File: config.mk
export PLATFORM = sky130hd
export DESIGN_NAME = isort_cell
export DESIGN_NICKNAME = d
export VERILOG_FILES = /design/src/rtl/insertion_sorter_with_payloads_macros.svh /design/src/rtl/isort_pkg.sv /design/src/rtl/isort_cell.sv
export SDC_FILE = /design/constraint.sdc
export NUM_CORES = 1
export LEC_CHECK = 0
export BUFFER_PORTS_ARGS = -buffer_cell sky130_fd_sc_hd__buf_2
export CAP_MARGIN = 20
export CORE_AREA = 2 2 153 155
export DETAILED_ROUTE_END_ITERATION = 16
export DIE_AREA = 0 0 155 157
export GPL_TIMING_DRIVEN = 0
export SLEW_MARGIN = 0
export SYNTH_ARGS = -nofsm -noshare
export SYNTH_HDL_FRONTEND = slang
export SYNTH_SLANG_ARGS = --single-unit
export TNS_END_PERCENT = 20
File: constraint.sdc
create_clock -name clock -period 9.08 [get_ports clock]
set_input_delay 1.362 -clock clock [delete_from_list [all_inputs] [get_ports clock]]
set_output_delay 1.362 -clock clock [all_outputs]
set_load 0.005 [all_outputs]
File: src/rtl/insertion_sorter_with_payloads_macros.svh
// Assertion macros shared by the sorter RTL.
`ifndef INSERTION_SORTER_WITH_PAYLOADS_MACROS_SVH
`define INSERTION_SORTER_WITH_PAYLOADS_MACROS_SVH

// Same-cycle implication, disabled while reset is high.
`define ISORT_ASSERT_NOW(label, clk, rst, ante, cons) \
   label: assert property (@(posedge clk) disable iff (rst) (ante) |-> (cons)) \
      else $error("isort assertion failed");

// Next-cycle implication, disabled while reset is high.
`define ISORT_ASSERT_NEXT(label, clk, rst, ante, cons) \
   label: assert property (@(posedge clk) disable iff (rst) (ante) |=> (cons)) \
      else $error("isort assertion failed");

`endif

File: src/rtl/isort_pkg.sv
package isort_pkg;

   localparam int MAX_ITEMS_DEF = 32;
   localparam int WORD_W        = 32;

   typedef struct packed {
      logic signed [WORD_W-1:0] sort_key;
      logic signed [WORD_W-1:0] payload_a;
      logic signed [WORD_W-1:0] payload_b;
      logic                     batch_end;
   } isort_req_type;

   typedef struct packed {
      logic signed [WORD_W-1:0] out_key;
      logic signed [WORD_W-1:0] out_payload_a;
      logic signed [WORD_W-1:0] out_payload_b;
      logic                     out_last;
      logic                     overflowed;
   } isort_rsp_type;

   // One stored item as it sits in a cell.
   typedef struct packed {
      logic signed [WORD_W-1:0] key;
      logic signed [WORD_W-1:0] payload_a;
      logic signed [WORD_W-1:0] payload_b;
   } isort_entry_type;

   // Per-cycle command broadcast to every cell.
   typedef struct packed {
      logic insert;
      logic shift;
   } isort_ctl_type;

   typedef enum logic [0:0] {
      ST_LOAD,
      ST_EMIT
   } isort_state_type;

endpackage

File: src/rtl/isort_cell.sv
module isort_cell (
   input  logic                      clock,
   input  isort_pkg::isort_ctl_type   ctl,
   input  isort_pkg::isort_entry_type new_entry,
   input  isort_pkg::isort_entry_type left_entry,
   input  isort_pkg::isort_entry_type right_entry,
   input  logic                      left_gt,
   input  logic                      occupied,
   output isort_pkg::isort_entry_type entry,
   output logic                      gt
);

   isort_pkg::isort_entry_type entry_ff;
   isort_pkg::isort_entry_type entry_in;

   // An empty cell counts as holding a key above everything.
   assign gt = !occupied || (entry_ff.key > new_entry.key);

   always_comb begin
      entry_in = entry_ff;
      if (ctl.shift) begin
         entry_in = right_entry;
      end else if (ctl.insert) begin
         if (left_gt) begin
            entry_in = left_entry;
         end else if (gt) begin
            entry_in = new_entry;
         end
      end
   end

   always_ff @(posedge clock) begin
      entry_ff <= entry_in;
   end

   assign entry = entry_ff;

endmodule

# Word level (Yosys, flattened, before mapping)
# Index checks and enable logic that the tools add are counted.
# op_classes
add_sub_neg	0
multipliers	0
div_mod_pow	0
order_cmp	1
n_eq_ne	0
shift	0
mux	4
bitwise	0
n_reduce_logical	5
# ops
operator	n
96-bit two-way mux	4
32-bit greater-than comparator	1
3-bit nonzero test	1
2-bit AND reduction	1
2-bit nonzero test	1
1-bit logical NOT	1
1-bit logical OR	1
# word_totals
reg_bits	96
latchBits	0
mem_bits_rw	0
romBits	0
in_bits	293
output_inout_bits	97
mem_count	0

# Depth between registers and ports, before layout
# Gate-level depths: netlist (run 1).
# logic_depth
word_depth	6
ltp_mapped	8
ltp_nobuf	8

# Worst setup path before layout (run 1)
# Ideal clock, no wire load.
# synth_path
path_kind	input to register
startpoint	in new_entry[94] (netlist bit)
endpoint	reg entry_ff (netlist bit entry[0]), enable pin
arrival_time_ns	5.052
required_ns	8.608
path_slack_ns	3.557
cell_stages	7
cell_sequence	inv_1 -> ha_1 -> nand4_1 -> or4_4 -> nor3_1 -> o31a_2 -> o31a_1
# synth_via
elab_chain_cells	4
# synth_rtl
element	line_no	text
start, declared	isort_cell.sv:4	input isort_pkg::isort_entry_type new_entry,
32-bit greater-than comparator	isort_cell.sv:17	assign gt = !occupied || (entry_ff.key > new_entry.key);
1-bit logical OR	isort_cell.sv:17	
via gt	isort_cell.sv:10	output logic gt
3-bit nonzero test (no source line)	n/a	
2-bit AND reduction (no source line)	n/a	
end signal, assigned	isort_cell.sv:33	entry_ff <= entry_in;
end, declared	isort_cell.sv:13	isort_pkg::isort_entry_type entry_ff;
# The timed path passes the listed nets, and every way through them passes these cells.
# A chain may end at the register's enable or synchronous reset.

# Final worst setup path (run 1)
# layout_path
startpoint	in new_entry[95] (netlist bit)
endpoint	out gt
# layout_via
elab_chain_cells	2
# layout_rtl
element	line_no
32-bit greater-than comparator	isort_cell.sv:17
1-bit logical OR	isort_cell.sv:17
end, declared	isort_cell.sv:10
# Every way passes these cells.

==> summary.md, run 1 <==
| Metric | Value |
|---|---|
| Final Hold Fails | `0` |
| CP endpoint | `gt` |
| Synth top area cells | `edfxtp_1, mux2i_1, o21ai_0` |
| Root Buffer | `clkbuf_16` |
| Reg2Reg Depth | `7` |
| Total Die Area | `0.02434 sq mm` |
| Crit-path most repeated cell | `buf_2` |
| Reg2Reg Capture Point | `entry[29]$_DFFE_PP_` |
| CP Launch Type | `primary input` |
| Hold bufs inserted after CTS | `0` |
| Setup CP Type | `primary input to output port` |
| Dpl ws | `4.618 ns` |
| Number of setup buffers added after CTS | `0` |
| PortBufs | `387` |
| Maximum vdd drop | `0.06763 mV` |
| Leakage | `4.161 nW` |
| Critical Path Fanout Max | `4` |
| Status | `finished, final reports clean` |
| Gr ovfl total | `0` |
| CP cell instances | `buf_2, inv_1, ha_1, nand4_1, or4_4, nor3_1, o31a_2, buf_2` |
| Max Transition Viols Final | `0` |
| Total power | `1.235 mW` |
| Yosys cell types | `27` |
| Highest routing layer actually used | `met4` |
| Gpl congestion | `0.8084` |
| Slowest stage delay, CP | `0.57 ns` |
| Die Y | `157 um` |
| Leading area contributor after synthesis | `edfxtp_1` |
| Max reg flops | `96` |
| Reg2reg start | `entry[95]$_DFFE_PP_` |
| Crit path buf inv count | `3` |
| Fin util | `36.86%` |
| Synth Area per Inst | `10.57 sq um` |
| TritonCTS buffer count | `9` |
| Antenna Nets Post-Route | `0` |
| H-tree Lvls | `3` |
| Clock Skew | `0.01421 ns` |
| Smallest hold slack | `1.286 ns` |
| Core Region | `0.02250 sq mm` |
| Fmax achieved | `223.5 MHz` |
| Iter 0 DRT Violations | `254` |
| Clock tree sinks | `96` |
| Die width | `155 um` |
| Total wire length | `22330 um` |
| Met3 Wirelength | `1475 um` |
| FF+latch count, synth | `96` |
| Initial antenna violation count | `2` |
| Power per cell area | `148.9 mW/mm^2` |
| Delay-heaviest family, CP | `simple AND/OR/NAND/NOR gates` |
| Vias per cell | `4.556` |
| Worst Slack Setup Final | `4.606 ns` |
| Min cycle time layout | `4.474 ns` |
| Synth Warn # | `0` |
| Avg WL per Cell | `18.18 um` |
| Synth top area share | `50.88%` |
| Crit path DAT | `3.11 ns` |
| Final Setup Violations | `0` |
| Pin count of the biggest net entering global routing | `37` |
| Syn Std Cell Area | `0.005665 sq mm` |
| Worst-path clk slew | `0.08 ns` |
| Critical path startpoint | `new_entry[95]` |
| MaxCap Viol Count | `0` |
| First-pass iteration count of the detailed router | `4` |
| Reg2Reg Setup Slack | `5.70 ns` |
| Share of cells above drive strength 1 | `44.31%` |
| Asr flop ratio synth | `0%` |
| Maximum clock insertion buffer count | `2` |
| Number of synthesized flops with an enable pin | `96` |
| Initial Utilization | `25.18%` |
| Gate Count Post-Synth | `536` |
| Number of global-route vias before repair | `5576` |
| # rows | `55` |
| Critical-path top delay cell | `or4_4` |
| GRT Overall Usage | `17.61%` |
| Io pins | `390` |
| CTS tree | `done` |
| Vias | `5595` |
| RSZ-0062 raised after global routing | `no` |
| Endpoint class of the critical path | `output port` |
| Clk_lat worst skew | `0.35 ns` |
| Synth Net Count | `861` |
| Worst min path class | `primary input to flop` |
| Most used DFF post-synth | `edfxtp_1` |
| M1 WL | `9028 um` |
| Global-route wire length before repair | `31880 um` |
| Final worst path period share | `49.28%` |
| Tightest Pin Transition | `0.9517 ns` |
| Dpl hpwl | `18180 um` |
| WP data required | `7.72 ns` |
| Wire length on met2 | `11590 um` |
| DR DRC count | `0` |
| Setup TNS | `0 ns` |
| WP depth | `8` |
| Fillers | `2346` |
| Post-CTS resize count | `0` |
| Register area share after synthesis | `50.88%` |
| Max_slew headroom | `36.55%` |
| Syn-to-layout area delta | `46.42%` |
| Final nets | `1261` |
-- per-layer routing --
metal  vias up  track usage [%]
li1       2744                -
met1      2577            20.64
met2       262            32.28
met3        12            4.240
met4         0            4.453
met5         -                0
-- how the worst min path moves through the flow --
stage               startpoint                   to  slack [ns]  cells past startpoint
2_1_floorplan  right_entry[93]  entry[93]$_DFFE_PP_        1.55                      2
3_3_place_gp   right_entry[60]  entry[60]$_DFFE_PP_        1.64                      3
3_5_place_dp   right_entry[63]  entry[63]$_DFFE_PP_        1.65                      3
4_1_cts        right_entry[63]  entry[63]$_DFFE_PP_        1.26                      3
5_1_grt        right_entry[67]  entry[67]$_DFFE_PP_        1.29                      3
6_report       right_entry[63]  entry[63]$_DFFE_PP_        1.29                      3
-- through the flow --
step / cell area, sq um / cells
6_report: 8295 / 1228
3_5_place_dp: 8000 / 1210
2_1_floorplan: 5665 / 536
3_3_place_gp: 7959 / 1208
4_1_cts: 8290 / 1226
5_1_grt: 8295 / 1228
-- cell families after synthesis --
group / share of synthesized area [%]
and+or+nand+nor: 9.364
AOI/OAI and AO/OA: 11.20
muxes: 16.96
DFF: 50.88
buffers and inverters: 4.527
adders and majority gates: 7.067
-- worst min-delay path: stages --
cell and delay (ns):
buf_2 0.07, nand2_1 0.04, o21ai_0 0.05
-- cell type report --
class / instances / area [sq um] / area share (%)
multi-input combinational: 375 / 2527 / 30.47
sequential: 96 / 2883 / 34.75
clock buffer: 11 / 232.7 / 2.805
antenna: 2 / 5.005 / 0.06033
tap: 285 / 356.6 / 4.299
timing repair buffer: 389 / 1977 / 23.83
clock inverter: 5 / 57.56 / 0.6938
inverter: 33 / 123.9 / 1.493
buffer: 32 / 132.6 / 1.599
-- layout by cell type (no fill, tap or decap), types with 9 or more instances in the layout --
cell and instances:
clkbuf_1 24, inv_1 33, ha_1 32, o21ai_0 99, clkbuf_16 9, mux2i_1 96, edfxtp_1 96, a21oi_1 14
nand2_1 105, buf_2 397
-- synthesized netlist by cell type (2+ instances only) --
cell type and n:
nand2_1 105, inv_1 33, buf_2 10, nand3_1 4
clkbuf_1 22, mux2i_1 96, nand4_1 8, o21ai_0 99
edfxtp_1 96, ha_1 32, a21oi_1 14, nor3_1 2
-- power breakdown --
group / switching, mW / leakage [nW] / internal, mW / total, mW
registers: 0.0179 / 0.991 / 0.548 / 0.566
logic: 0.148 / 3.04 / 0.133 / 0.281
clock network: 0.175 / 0.133 / 0.214 / 0.389
Power figures use the tool's default switching activity.
==> run 2: changes to the inputs <==
- CORE_AREA: 2 2 153 155 -> 2 2 151 153
- DIE_AREA: 0 0 155 157 -> 0 0 153 155
- clock period: 9.08 -> 4.5 ns (I/O delays scaled with it)
==> run 2 against run 1 <==
  * Power grew 110%
  * Worst setup slack got worse by 3.3 ns
  * Die area down 2.5%
  * Clock skew about the same
  * Flip-flop and latch count stayed put
  * First-iteration DRC count shrank 14%
  * Largest cell class unchanged
==> summary.md, run 2 (synthesized netlist as in run 1, its figures left out) <==
| Metric | Value |
|---|---|
| Crit path DAT | `3.26 ns (was 3.11 ns)` |
| Antenna Nets Post-Route | `0 (unchanged)` |
| Commonest non-fill, non-tap cell in the layout | `buf_2 (unchanged)` |
| Combinational share of power | `22.1% (was 22.7%)` |
| Reg2reg start | `entry[94]$_DFFE_PP_ (was entry[95]$_DFFE_PP_)` |
| Avg WL per Cell | `17.69 um (was 18.18 um)` |
| Die width | `153 um (was 155 um)` |
| Die Y | `155 um (was 157 um)` |
| Critical Path Fanout Max | `54 (was 4)` |
| Switch Pwr | `0.6831 mW (was 0.3409 mW)` |
| Status | `finished, final reports clean (unchanged)` |
| RSZ-0062 raised after global routing | `no (unchanged)` |
| Fillers | `2321 (was 2346)` |
| PortBufs | `387 (unchanged)` |
| Clk_lat worst skew | `0.35 ns (about the same)` |
| First-pass iteration count of the detailed router | `4 (unchanged)` |
| Setup CP Type | `primary input to flop (was primary input to output port)` |
| Max_slew headroom | `39.60% (was 36.55%)` |
| Pin count of the biggest net entering global routing | `55 (was 37)` |
| Max reg flops | `96 (unchanged)` |
| Core Region | `0.02223 sq mm (was 0.02250 sq mm)` |
| Commonest cells after routing, fill and taps aside | `buf_2, nand2_1, o21ai_0 (unchanged)` |
| Syn-to-layout area delta | `46.60% (was 46.42%)` |
| Clock power frac | `33.0% (was 31.5%)` |
| TritonCTS buffer count | `9 (unchanged)` |
| WP data required | `4.52 ns (was 7.72 ns)` |
| Reg2Reg Capture Point | `entry[14]$_DFFE_PP_ (was entry[29]$_DFFE_PP_)` |
| Worst Hold Depth | `3 (unchanged)` |
| CP Launch Type | `primary input (unchanged)` |
| Switching portion of total power | `26.88% (was 27.59%)` |
| # rows | `55 (unchanged)` |
| Max Transition Viols Final | `0 (unchanged)` |
| Root Buffer | `clkbuf_16 (unchanged)` |
| Reg2Reg Setup Slack | `1.29 ns (was 5.70 ns)` |
| Clock tree sinks | `96 (unchanged)` |
| Final worst path period share | `71.86%` |
| Maximum clock insertion buffer count | `2 (unchanged)` |
| Final nets | `1260 (was 1261)` |
| Global-route wire length before repair | `31730 um (was 31880 um)` |
| Io pins | `390 (unchanged)` |
| CTS tree | `done (unchanged)` |
| Vias per cell | `4.496 (was 4.556)` |
| Fmax achieved | `309.2 MHz` |
| Endpoint class of the critical path | `flop (was output port)` |
| Clock Skew | `0.01402 ns (was 0.01421 ns)` |
| GRT Overall Usage | `17.61% (about the same)` |
| Sequential Power Share | `44.9% (was 45.8%)` |
| Setup TNS | `0 ns (unchanged)` |
| Antenna cells | `0 (was 2)` |
| Power per cell area | `306.0 mW/mm^2 (was 148.9 mW/mm^2)` |
| H-tree Lvls | `3 (unchanged)` |
| Smallest hold slack | `0.5994 ns (was 1.286 ns)` |
| Min-delay src | `right_entry[40] (was right_entry[63])` |
| Number of setup buffers added after CTS | `0 (unchanged)` |
| Hold bufs inserted after CTS | `0 (unchanged)` |
| Worst-path clk slew | `0.08 ns (about the same)` |
| Final Setup Violations | `0 (unchanged)` |
| Post-CTS resize count | `0 (unchanged)` |
| Iter 0 DRT Violations | `218 (was 254)` |
| Total wire length | `21650 um (was 22330 um)` |
| Initial antenna violation count | `0 (was 2)` |
| Gpl congestion | `0.8322 (was 0.8084)` |
| Fin util | `37.37% (was 36.86%)` |
| Gr ovfl total | `0 (unchanged)` |
| Vias | `5503 (was 5595)` |
| Number of global-route vias before repair | `5613 (was 5576)` |
| MaxCap Viol Count | `0 (unchanged)` |
| Initial Utilization | `25.49% (was 25.18%)` |
| Tightest Pin Transition | `0.9060 ns (was 0.9517 ns)` |
| P_int | `1.858 mW (was 0.8945 mW)` |
| Min cycle time layout | `3.234 ns` |
| Maximum vdd drop | `0.1388 mV (was 0.06763 mV)` |
| DR DRC count | `0 (unchanged)` |
| Final Hold Fails | `0 (unchanged)` |
| Share of cells above drive strength 1 | `44.41% (was 44.31%)` |
| Leakage | `4.178 nW (was 4.161 nW)` |
| Total Die Area | `0.02372 sq mm (was 0.02434 sq mm)` |
| Dpl hpwl | `17780 um (was 18180 um)` |
| Reg2Reg Depth | `7 (unchanged)` |
| Worst min path class | `primary input to flop (unchanged)` |
| Hold path endpoint | `entry[40]$_DFFE_PP_ (was entry[63]$_DFFE_PP_)` |
## run 2: area by class of cell
cell class | count | area, sq um | share of cell area, %
timing repair buffer | 388 | 1964 | 23.65
inverter | 33 | 123.9 | 1.491
buffer | 32 | 132.6 | 1.597
clock inverter | 5 | 81.33 | 0.9792
clock buffer | 10 | 229.0 | 2.757
sequential | 96 | 2883 | 34.71
multi-input combinational | 375 | 2535 | 30.52
tap | 285 | 356.6 | 4.293
## run 2: stage by stage
step	setup slack [ns]	instance area, sq um	total power, mW	instances
after global placement	-0.1710	7960	1.714	1208
final	1.266	8305	2.541	1224
after detailed placement	0.8786	7995	1.729	1209
after global routing	1.125	8305	2.671	1224
after floorplan	0.7884	5667	1.397	536
after CTS	1.243	8305	2.569	1224
## run 2: how the worst max path moves through the flow
stage / start / to / slack [ns]
4_1_cts: new_entry[87] / entry[24]$_DFFE_PP_ / 1.24
3_3_place_gp: new_entry[87] / entry[11]$_DFFE_PP_ / -0.17
5_1_grt: new_entry[94] / entry[26]$_DFFE_PP_ / 1.12
3_5_place_dp: new_entry[94] / entry[15]$_DFFE_PP_ / 0.88
6_report: new_entry[87] / entry[14]$_DFFE_PP_ / 1.27
2_1_floorplan: new_entry[94] / entry[0]$_DFFE_PP_ / 0.79
## run 2: power by group through the flow
stage               sequential [mW]  combinational (mW)  clock [mW]
finish                         1.14               0.562       0.838
global route                   1.15               0.629       0.891
CTS                            1.14               0.571       0.857
detailed placement             1.16               0.569           0
global placement               1.16               0.556           0
floorplan                      1.17               0.226           0
## run 2: worst max-delay path, stage by stage
cell and delay, ns:
buf_2 0.09, inv_1 0.04, ha_1 0.31, nand4_1 0.16, or4_4 0.57, nor3_1 0.25, o31a_2 0.22, o31a_4 0.54
buf_16 0.33
## run 2: metal layers
metal  vias up  routed length (um)  GRT usage (%)  part of all wire, %
li1       2734                   -              -                    -
met1      2498                8841          20.54                   41
met2       254               11110          32.42                   51
met3        17                1401          3.955                  6.5
met4         0                 293          5.071                  1.4
met5         -                   0              0                    0
